<file path="config.mk">
export PLATFORM = sky130hd
export DESIGN_NAME = http_chunked_body_decoder_core
export DESIGN_NICKNAME = d
export VERILOG_FILES = /design/src/rtl/hcbd_pkg.sv /design/src/rtl/http_chunked_body_decoder_core.sv
export SDC_FILE = /design/constraint.sdc
export NUM_CORES = 1
export LEC_CHECK = 0
export BUFFER_PORTS_ARGS = -buffer_cell sky130_fd_sc_hd__buf_2
export CAP_MARGIN = 20
export CELL_PAD_IN_SITES_DETAIL_PLACEMENT = 1
export CELL_PAD_IN_SITES_GLOBAL_PLACEMENT = 1
export CORE_ASPECT_RATIO = 0.75
export CORE_UTILIZATION = 43
export CTS_BUF_LIST = sky130_fd_sc_hd__clkbuf_4 sky130_fd_sc_hd__clkbuf_8
export DETAILED_ROUTE_END_ITERATION = 6
export GPL_TIMING_DRIVEN = 0
export PLACE_DENSITY_LB_ADDON = 0.1
export SYNTH_ARGS = -nofsm -noshare
export SYNTH_HDL_FRONTEND = slang
export SYNTH_SLANG_ARGS = --single-unit
</file>
<file path="constraint.sdc">
create_clock -name clk_i -period 3.4 [get_ports clk_i]
set_clock_uncertainty 0.2 [all_clocks]
set_input_delay 0.68 -clock clk_i [delete_from_list [all_inputs] [get_ports clk_i]]
set_output_delay 0.68 -clock clk_i [all_outputs]
set_load 0.005 [all_outputs]
</file>
<file path="src/rtl/hcbd_pkg.sv">
// ----------------------------------------------------------------------------
// hcbd_pkg
// shared constants and helpers for the http chunked body decoder
// ----------------------------------------------------------------------------
package hcbd_pkg;

  localparam int unsigned ByteW          = 8;
  localparam int unsigned SizeBitsDefault = 32;
  localparam int unsigned UserW          = 2;

  // tuser bit positions on the result side
  localparam int unsigned UserHasByte = 0;
  localparam int unsigned UserStatus  = 1;

  localparam logic [ByteW-1:0] CharCr = 8'h0D;
  localparam logic [ByteW-1:0] CharLf = 8'h0A;

  typedef struct packed {
    logic       ok;
    logic [3:0] val;
  } hex_t;

  // ascii hex digit decode: 0-9, a-f, A-F
  function automatic hex_t hex_decode(input logic [ByteW-1:0] c);
    hex_t h;
    h.ok  = 1'b0;
    h.val = 4'd0;
    if (c >= 8'h30 && c <= 8'h39) begin
      h.ok  = 1'b1;
      h.val = c[3:0];
    end else if ((c >= 8'h61 && c <= 8'h66) || (c >= 8'h41 && c <= 8'h46)) begin
      h.ok  = 1'b1;
      h.val = c[3:0] + 4'd9;
    end
    return h;
  endfunction

endpackage

</file>
<file path="src/rtl/http_chunked_body_decoder_core.sv">
// ----------------------------------------------------------------------------
// http_chunked_body_decoder_core
// strips chunk framing from an http chunked body; unless stalled, one byte per clock
// ----------------------------------------------------------------------------
//  channel  | dir | tdata (low bit up) | tuser (low bit up)        | tlast
//  s_axis   | in  | in_byte[7:0]       | -                         | in_last
//  m_axis   | out | out_byte[7:0]      | out_has_byte, out_status  | out_end
//
//  flow: one byte per clock unless stalled; a request passes the input and
//  then the result register; the payload count decrement is the deepest path
//  reset: rst_ni clears phase, chunk count and flags; decoding restarts at a
//  size line
//  stalls: while a result waits, the input register takes at most one more
//  request, then s_axis_tready stays low until m_axis_tready takes the result
// ----------------------------------------------------------------------------
module http_chunked_body_decoder_core #(
  parameter int unsigned SizeBits = hcbd_pkg::SizeBitsDefault
) (
  input  logic                        clk_i,
  input  logic                        rst_ni,
  // input request
  input  logic                        s_axis_tvalid,
  output logic                        s_axis_tready,
  input  logic [hcbd_pkg::ByteW-1:0]  s_axis_tdata,   // in_byte[7:0]
  input  logic                        s_axis_tlast,   // in_last
  // result request
  output logic                        m_axis_tvalid,
  input  logic                        m_axis_tready,
  output logic [hcbd_pkg::ByteW-1:0]  m_axis_tdata,   // out_byte[7:0]
  output logic [hcbd_pkg::UserW-1:0]  m_axis_tuser,   // out_has_byte, out_status
  output logic                        m_axis_tlast    // out_end
);
  import hcbd_pkg::*;

  // decoder phases
  localparam logic [1:0] PhSize = 2'd0;  // parsing a chunk-size line
  localparam logic [1:0] PhData = 2'd1;  // passing payload bytes
  localparam logic [1:0] PhSkip = 2'd2;  // dropping the two bytes after data
  localparam logic [1:0] PhDone = 2'd3;  // body finished, ignore everything

  // input register
  logic             in_valid_q, in_valid_d;
  logic [ByteW-1:0] in_byte_q;
  logic             in_last_q;

  // decoder state
  logic [1:0]          phase_q, phase_d;
  logic [SizeBits-1:0] left_q, left_d;
  logic                digits_done_q, digits_done_d;
  logic                saw_cr_q, saw_cr_d;
  logic [1:0]          skip_q, skip_d;

  // result register
  logic             out_valid_q, out_valid_d;
  logic [ByteW-1:0] out_byte_q;
  logic             out_has_q, out_end_q, out_status_q;

  // result being formed for the byte in the input register
  logic             emit;
  logic [ByteW-1:0] r_byte;
  logic             r_has, r_end, r_status;

  logic                in_take, proc_go;
  hex_t                hex;
  logic [SizeBits-1:0] size_next, left_dec;

  // a byte moves on once the result slot is free or draining this cycle
  assign proc_go       = in_valid_q && (!out_valid_q || m_axis_tready);
  assign s_axis_tready = !in_valid_q || proc_go;
  assign in_take       = s_axis_tvalid && s_axis_tready;

  assign hex = hex_decode(in_byte_q);

  // size accumulate: anything spilling past the top nibble saturates
  always_comb begin
    if (left_q[SizeBits-1 -: 4] != 4'd0) begin
      size_next = '1;
    end else begin
      size_next = {left_q[SizeBits-5:0], hex.val};
    end
  end

  assign left_dec = (left_q != '0) ? left_q - 1'b1 : left_q;

  always_comb begin
    phase_d       = phase_q;
    left_d        = left_q;
    digits_done_d = digits_done_q;
    saw_cr_d      = saw_cr_q;
    skip_d        = skip_q;
    emit          = 1'b0;
    r_byte        = '0;
    r_has         = 1'b0;
    r_end         = 1'b0;
    r_status      = 1'b0;

    if (proc_go) begin
      unique case (phase_q)
        PhSize: begin
          if (saw_cr_q && in_byte_q == CharLf) begin
            // end of size line
            saw_cr_d      = 1'b0;
            digits_done_d = 1'b0;
            if (left_q == '0) begin
              // zero or empty size closes the body cleanly
              phase_d = PhDone;
              emit    = 1'b1;
              r_end   = 1'b1;
            end else begin
              phase_d = PhData;
            end
          end else begin
            if (!digits_done_q && hex.ok) begin
              left_d = size_next;
            end else begin
              digits_done_d = 1'b1;
            end
            saw_cr_d = (in_byte_q == CharCr);
          end
        end
        PhData: begin
          if (left_q != '0) begin
            emit   = 1'b1;
            r_has  = 1'b1;
            r_byte = in_byte_q;
          end
          left_d = left_dec;
          if (left_dec == '0) begin
            phase_d = PhSkip;
            skip_d  = 2'd2;
          end
        end
        PhSkip: begin
          // trailing crlf of the chunk, taken without checking
          if (skip_q <= 2'd1) begin
            skip_d        = 2'd0;
            phase_d       = PhSize;
            left_d        = '0;
            digits_done_d = 1'b0;
            saw_cr_d      = 1'b0;
          end else begin
            skip_d = skip_q - 2'd1;
          end
        end
        default: begin
          // done: byte dropped, no result
        end
      endcase

      // body cut short before the zero chunk
      if (phase_q != PhDone && in_last_q && !r_end) begin
        emit     = 1'b1;
        r_end    = 1'b1;
        r_status = 1'b1;
        phase_d  = PhDone;
      end
    end
  end

  always_comb begin
    in_valid_d = in_valid_q;
    if (in_take) begin
      in_valid_d = 1'b1;
    end else if (proc_go) begin
      in_valid_d = 1'b0;
    end
  end

  always_comb begin
    out_valid_d = out_valid_q;
    if (proc_go && emit) begin
      out_valid_d = 1'b1;
    end else if (m_axis_tready) begin
      out_valid_d = 1'b0;
    end
  end

  always_ff @(posedge clk_i or negedge rst_ni) begin
    if (!rst_ni) begin
      in_valid_q    <= 1'b0;
      out_valid_q   <= 1'b0;
      phase_q       <= PhSize;
      left_q        <= '0;
      digits_done_q <= 1'b0;
      saw_cr_q      <= 1'b0;
      skip_q        <= 2'd0;
    end else begin
      in_valid_q    <= in_valid_d;
      out_valid_q   <= out_valid_d;
      phase_q       <= phase_d;
      left_q        <= left_d;
      digits_done_q <= digits_done_d;
      saw_cr_q      <= saw_cr_d;
      skip_q        <= skip_d;
    end
  end

  // payload registers, no reset
  always_ff @(posedge clk_i) begin
    if (in_take) begin
      in_byte_q <= s_axis_tdata;
      in_last_q <= s_axis_tlast;
    end
    if (proc_go && emit) begin
      out_byte_q   <= r_byte;
      out_has_q    <= r_has;
      out_end_q    <= r_end;
      out_status_q <= r_status;
    end
  end

  assign m_axis_tvalid = out_valid_q;
  assign m_axis_tdata  = out_byte_q;
  assign m_axis_tlast  = out_end_q;
  always_comb begin
    m_axis_tuser              = '0;
    m_axis_tuser[UserHasByte] = out_has_q;
    m_axis_tuser[UserStatus]  = out_status_q;
  end

endmodule

</file>
# == Yosys cells after proc, flatten, opt, wreduce, memory -nomap -nowiden ==
# Index checks and enable logic that the tools add are counted.
# classes
muxes,36
addsub,3
n_lt_le_gt_ge,7
eq_ne,13
reduce_logical,35
# ops
operator,count
$mux 32,5
$pmux 32 s3,1
$logic_not 32->1,2
$reduce_bool 32->1,1
$sub 32x1->32 const B,1
$mux 1,17
$eq 8x4->1 const B,2
$ge 8x7->1 const B,2
$le 8x7->1 const B,2
$mux 2,6
$ne 3x3->1 const B,4
$logic_and 1x1->1,10
$mux 5,2
$ne 2x2->1 const B,5
$reduce_and 5->1,2
$reduce_and 3->1,3
$ge 8x6->1 const B,1
$le 8x6->1 const B,1
$reduce_bool 2->1,4
$reduce_bool 4->1,2
$pmux 1 s2,3
$pmux 2 s3,1
$add 4x4->4 const B,1
$logic_not 1->1,4
other kinds (10),12
# word_totals
inputBits,13
ff_bits,60
elab_cells,107
out_inout_bits,13

# == Longest topological paths before layout ==
# logic_depth
ltp_word,11
mapped_depth,13
depth_no_buf,11

# == Least setup slack after synthesis ==
# OpenSTA, ideal clock, no wires.
# synth_timing
path_type,reg2reg
startpoint,register left_q[0]
endpoint,register skip_q[1]
setup_time_ns,0.121
arrival_ns,3.167
t_required_ns,3.079
path_buffers,2
synth_period_minus_slack_ns,3.488
setup_slack_ns,-0.088
stages_incl_launch_ff,14
cell_sequence,dfrtp_1 > clkbuf_1 > inv_1 > ha_1 > buf_2 > or4b_1 > o31a_1 > o32a_1 > a211oi_1 > o311ai_1 > a2111oi_2 > nand4_1 > mux2_1 > a22o_1
# synth_between
elab_chain_len,5
elab_cells_between_ends,6
classes_between,1 x add/sub; 1 x eq/ne; 1 x mux; 3 x reduce/logical
# synth_rtl
element,line,source
"start, declared",http_chunked_body_decoder_core.sv:48,"logic [SizeBits-1:0] left_q, left_d;"
"start signal, assigned",http_chunked_body_decoder_core.sv:191,left_q <= left_d;
$sub 32x1->32 or $reduce_bool 32->1 (tied branches),http_chunked_body_decoder_core.sv:83,assign left_dec = (left_q != '0) ? left_q - 1'b1 : left_q;
$mux 32 *,http_chunked_body_decoder_core.sv:83,
$logic_not 32->1 *,http_chunked_body_decoder_core.sv:128,if (left_dec == '0) begin
$ne 2x2->1 (no line) *,--,
$reduce_and 3->1 (no line) *,--,
"end signal, assigned",http_chunked_body_decoder_core.sv:194,skip_q <= skip_d;
"end, declared",http_chunked_body_decoder_core.sv:51,"logic [1:0] skip_q, skip_d;"
# Every way passes the cells marked *; elsewhere a longest branch is shown, timed or not.
# A chain may end at the register's enable or synchronous reset.

# == Worst setup path in the final report ==
# layout_timing
startpoint,register left_q[25]
endpoint,register skip_q[1]
# The elaborated chain is that of the path after synthesis.

==> impl_metrics.yaml <==
floorplanning:
  io_pins: 26
  initial_core_util: 0.4473
  floorplan.die_area_um2: 9925
  count_of_standard_cell_rows: 30
  coreArea_um2: 9159
  die_width_um: 114.7
  dieHeight_um: 86.53
cts:
  latest_clock_arrival_within_the_worst_skew_pair_ps: 370
  clkSinkCount: 60
  cts-root-buf: "sky130_fd_sc_hd__clkbuf_8"
  tritoncts: "yes"
  number_of_h_tree_branching_levels: 3
  cts.reportedPaths.clkPinSlew_ps: 70
  cts_inserted_buffers: 9
  ctsLongestPathBuffers: 2
global_routing:
  gr-total-overflow: 0
  groute.usage.overall: 0.3359
  antenna_violations_before_repair: 0
  grt_first_pass_wirelength_mm: 24.59
  grt_pass1_vias: 4423
  grt_start_max_net_pins: 41
drt:
  avgRoutedWirePerCell_um: 23.13
  number_of_routed_nets_with_antenna_violations: 0
  num_vias: 4332
  drc_errors: 0
  drt-initial-drc-count: 462
  avgViaCountPerCell: 6.408
  detailed_routing_iterations_pass_1: 6
  drt-total-wl_mm: 15.64
pwr:
  power.static_leakage_nw: 1.874
  ir_drop_mv: 0.4545
  p_per_area_nw_per_um2: 1019
logic_synthesis:
  edff_count_synth: 20
  synth_cell_type_count: 64
  netlist_area_um2: 4096
  ys_async_rst_share: 0.6667
  yosys.area.top_type: "sky130_fd_sc_hd__dfrtp_1"
  synth_sequential_area_ratio: 0.3910
  synthFlopType: "sky130_fd_sc_hd__dfrtp_1"
  register_bit_total_from_synthesis: 60
  synth_most_common_cell: "sky130_fd_sc_hd__o21ai_0"
  commonest_cells_post_synth: "63 x sky130_fd_sc_hd__o21ai_0, 56 x sky130_fd_sc_hd__nor2_1, 42 x sky130_fd_sc_hd__nand2_1, 40 x sky130_fd_sc_hd__dfrtp_1"
  netlist_instances: 494
  synth.top_cells.by_area: "sky130_fd_sc_hd__dfrtp_1 24%, sky130_fd_sc_hd__edfxtp_1 15%, sky130_fd_sc_hd__o21ai_0 7.7%"
  syn_area_per_cell_um2: 8.292
  synth_top_area_share: 0.2443
  yosysWarnings: 0
  synthesis.nets: 516
cells_and_area:
  regArea_um2: 1603
  area.growth.synth_to_final_pct: 20.71
  layout-drive-gt1-share: 0.1770
  instances_no_fill: 676
  fillerInstances: 1130
  antenna_fix_cells: 0
  area_used_by_multi_input_combinational_logic_um2: 2461
  fin_nets: 565
timing:
  fmax_ghz: 0.2699
  timing.final.setup_violations: 4
  final.setup.worst_slack_ps: -304.8
  final_hold_viol_count: 0
  worst_pin_slew_ps: 966.3
  final.setup.tns_ps: -965.9
  slew_headroom: 0.3558
  rsz_0062_raised_after_global_routing: "yes"
  finalCriticalPeriod_ps: 3705
  drv_slew: 0
  layout_worst_path_cycle_share: 1.090
status:
  status: "finished, violations left"
  failed_checks: "negative setup slack"
worst_hold_path:
  hp-class: "in -> async"
flow_run:
  timing.max_cap.violations: 0
setup_path:
  timing.critical_path.required_ps: 3460
  worst-setup-path-type: "reg -> reg"
  worst-endpoint-arrival_ps: 3770
  start_kind: "register"
  critical_path_fanout_max: 6
  end_kind: "register"
  ff2ff_setup_slack_ps: -300
place:
  detailedPlacementHpwl_mm: 10.75
  weighted_congestion_reported_at_the_end_of_routability_driven_placement: 0.9593
  dp.cells: 647
  port_buffers: 25
critical path, stage by stage (launching register included):
cell,delay (ps)
sky130_fd_sc_hd__dfrtp_1,460
sky130_fd_sc_hd__or3_1,410
sky130_fd_sc_hd__clkbuf_1,200
sky130_fd_sc_hd__or3_4,480
sky130_fd_sc_hd__o31ai_4,390
sky130_fd_sc_hd__o311ai_2,160
sky130_fd_sc_hd__a2111oi_2,450
sky130_fd_sc_hd__nand4_1,280
sky130_fd_sc_hd__mux2_4,370
sky130_fd_sc_hd__a22o_1,180
flip-flops by register name (all words and copies together) (netlist names):
name / count
phase_q: 2
in_last_q: 1
out_status_q: 1
skip_q: 2
out_has_q: 1
saw_cr_q: 1
m_axis_tlast: 1
m_axis_tvalid: 1
digits_done_q: 1
in_byte_q: 8
in_valid_q: 1
left_q: 32
m_axis_tdata: 8
cells by family (layout without fill, tap and decap cells):
| family | count (synthesis) | count (layout) | share of synthesized area |
|---|---|---|---|
| simple gates | 188 | 188 | 0.2337 |
| fa+ha+maj | 9 | 9 | 0.02749 |
| flops | 60 | 60 | 0.3910 |
| buf+inv | 56 | 110 | 0.05467 |
| xor+xnor | 9 | 9 | 0.01924 |
| compound gates | 168 | 168 | 0.2639 |
| mux | 4 | 4 | 0.01008 |
final cells by class:
cell class / instances / area share
Buffer: 36 / 0.03391
Clock buffer: 9 / 0.02505
Clock inverter: 7 / 0.02328
Inverter: 17 / 0.01392
Multi-Input combinational cell: 378 / 0.4977
Sequential cell: 60 / 0.3241
Tap cell: 128 / 0.03239
Timing Repair Buffer: 41 / 0.04960
final timing paths:
check / endpoint / cells past startpoint / start
max in group asynchronous: left_q[1] / 1 / rst_ni
max: skip_q[1] / 9 / left_q[25]
min: left_q[7] / 1 / rst_ni
min in group clk_i: in_byte_q[7] / 1 / s_axis_tdata[7]
min reg2reg: saw_cr_q / 2 / saw_cr_q
max reg2reg: skip_q[1] / 9 / left_q[25]
layer usage:
layer | GRT usage | share of wire
met5 | 0 | 0
met4 | 0.1240 | 0.018
met3 | 0.07902 | 0.087
met2 | 0.4931 | 0.43
met1 | 0.4798 | 0.46
cells in the final DEF, fill, tap and decap left out, drive strengths merged, types with 3 or more instances in the layout:
cell type,n
a211o,3
a211oi,4
a21oi,33
a221oi,3
a22o,9
a31oi,13
and2,12
and3,4
and4,3
buf,49
bufinv,3
clkbuf,37
clkinv,3
dfrtp,40
edfxtp,20
ha,9
inv,17
mux2i,3
nand2,42
nand2b,8
nand3,10
nand3b,4
nand4,6
nor2,56
nor3,18
nor4,11
nor4b,4
o21ai,65
o22ai,5
o31a,6
o31ai,7
or3,4
or4,3
xnor2,5
xor2,4
metrics by stage:
stage / setup WS (ps) / utilization / instance area (um^2) / hold WS (ps) / power (mW)
finish: -304.8 / 0.5399 / 4945 / 262.1 / 5.041
global route: -309.6 / 0.5399 / 4945 / 273.9 / 5.330
CTS: -177.7 / 0.5290 / 4845 / 272.1 / 4.837
detailed placement: -844.2 / 0.4813 / 4408 / 275.2 / 3.864
global placement: -599.2 / 0.4813 / 4408 / 259.8 / 3.777
floorplan: 24.72 / - / 4123 / 184.4 / 2.985
power breakdown:
group | leakage, nW | internal (mW) | switching, mW
Combinational | 1.08 | 0.991 | 1.82
Sequential | 0.677 | 1.05 | 0.372
Clock | 0.117 | 0.484 | 0.325
repair_timing:
item,in CTS,in global routing
gates cloned,0,0
setup endpoints to repair,19,16
gates resized for setup,23,13
pin swaps,10,8
buffers inserted,11,5
hold buffers,0,0
Power figures use the tool's default switching activity.
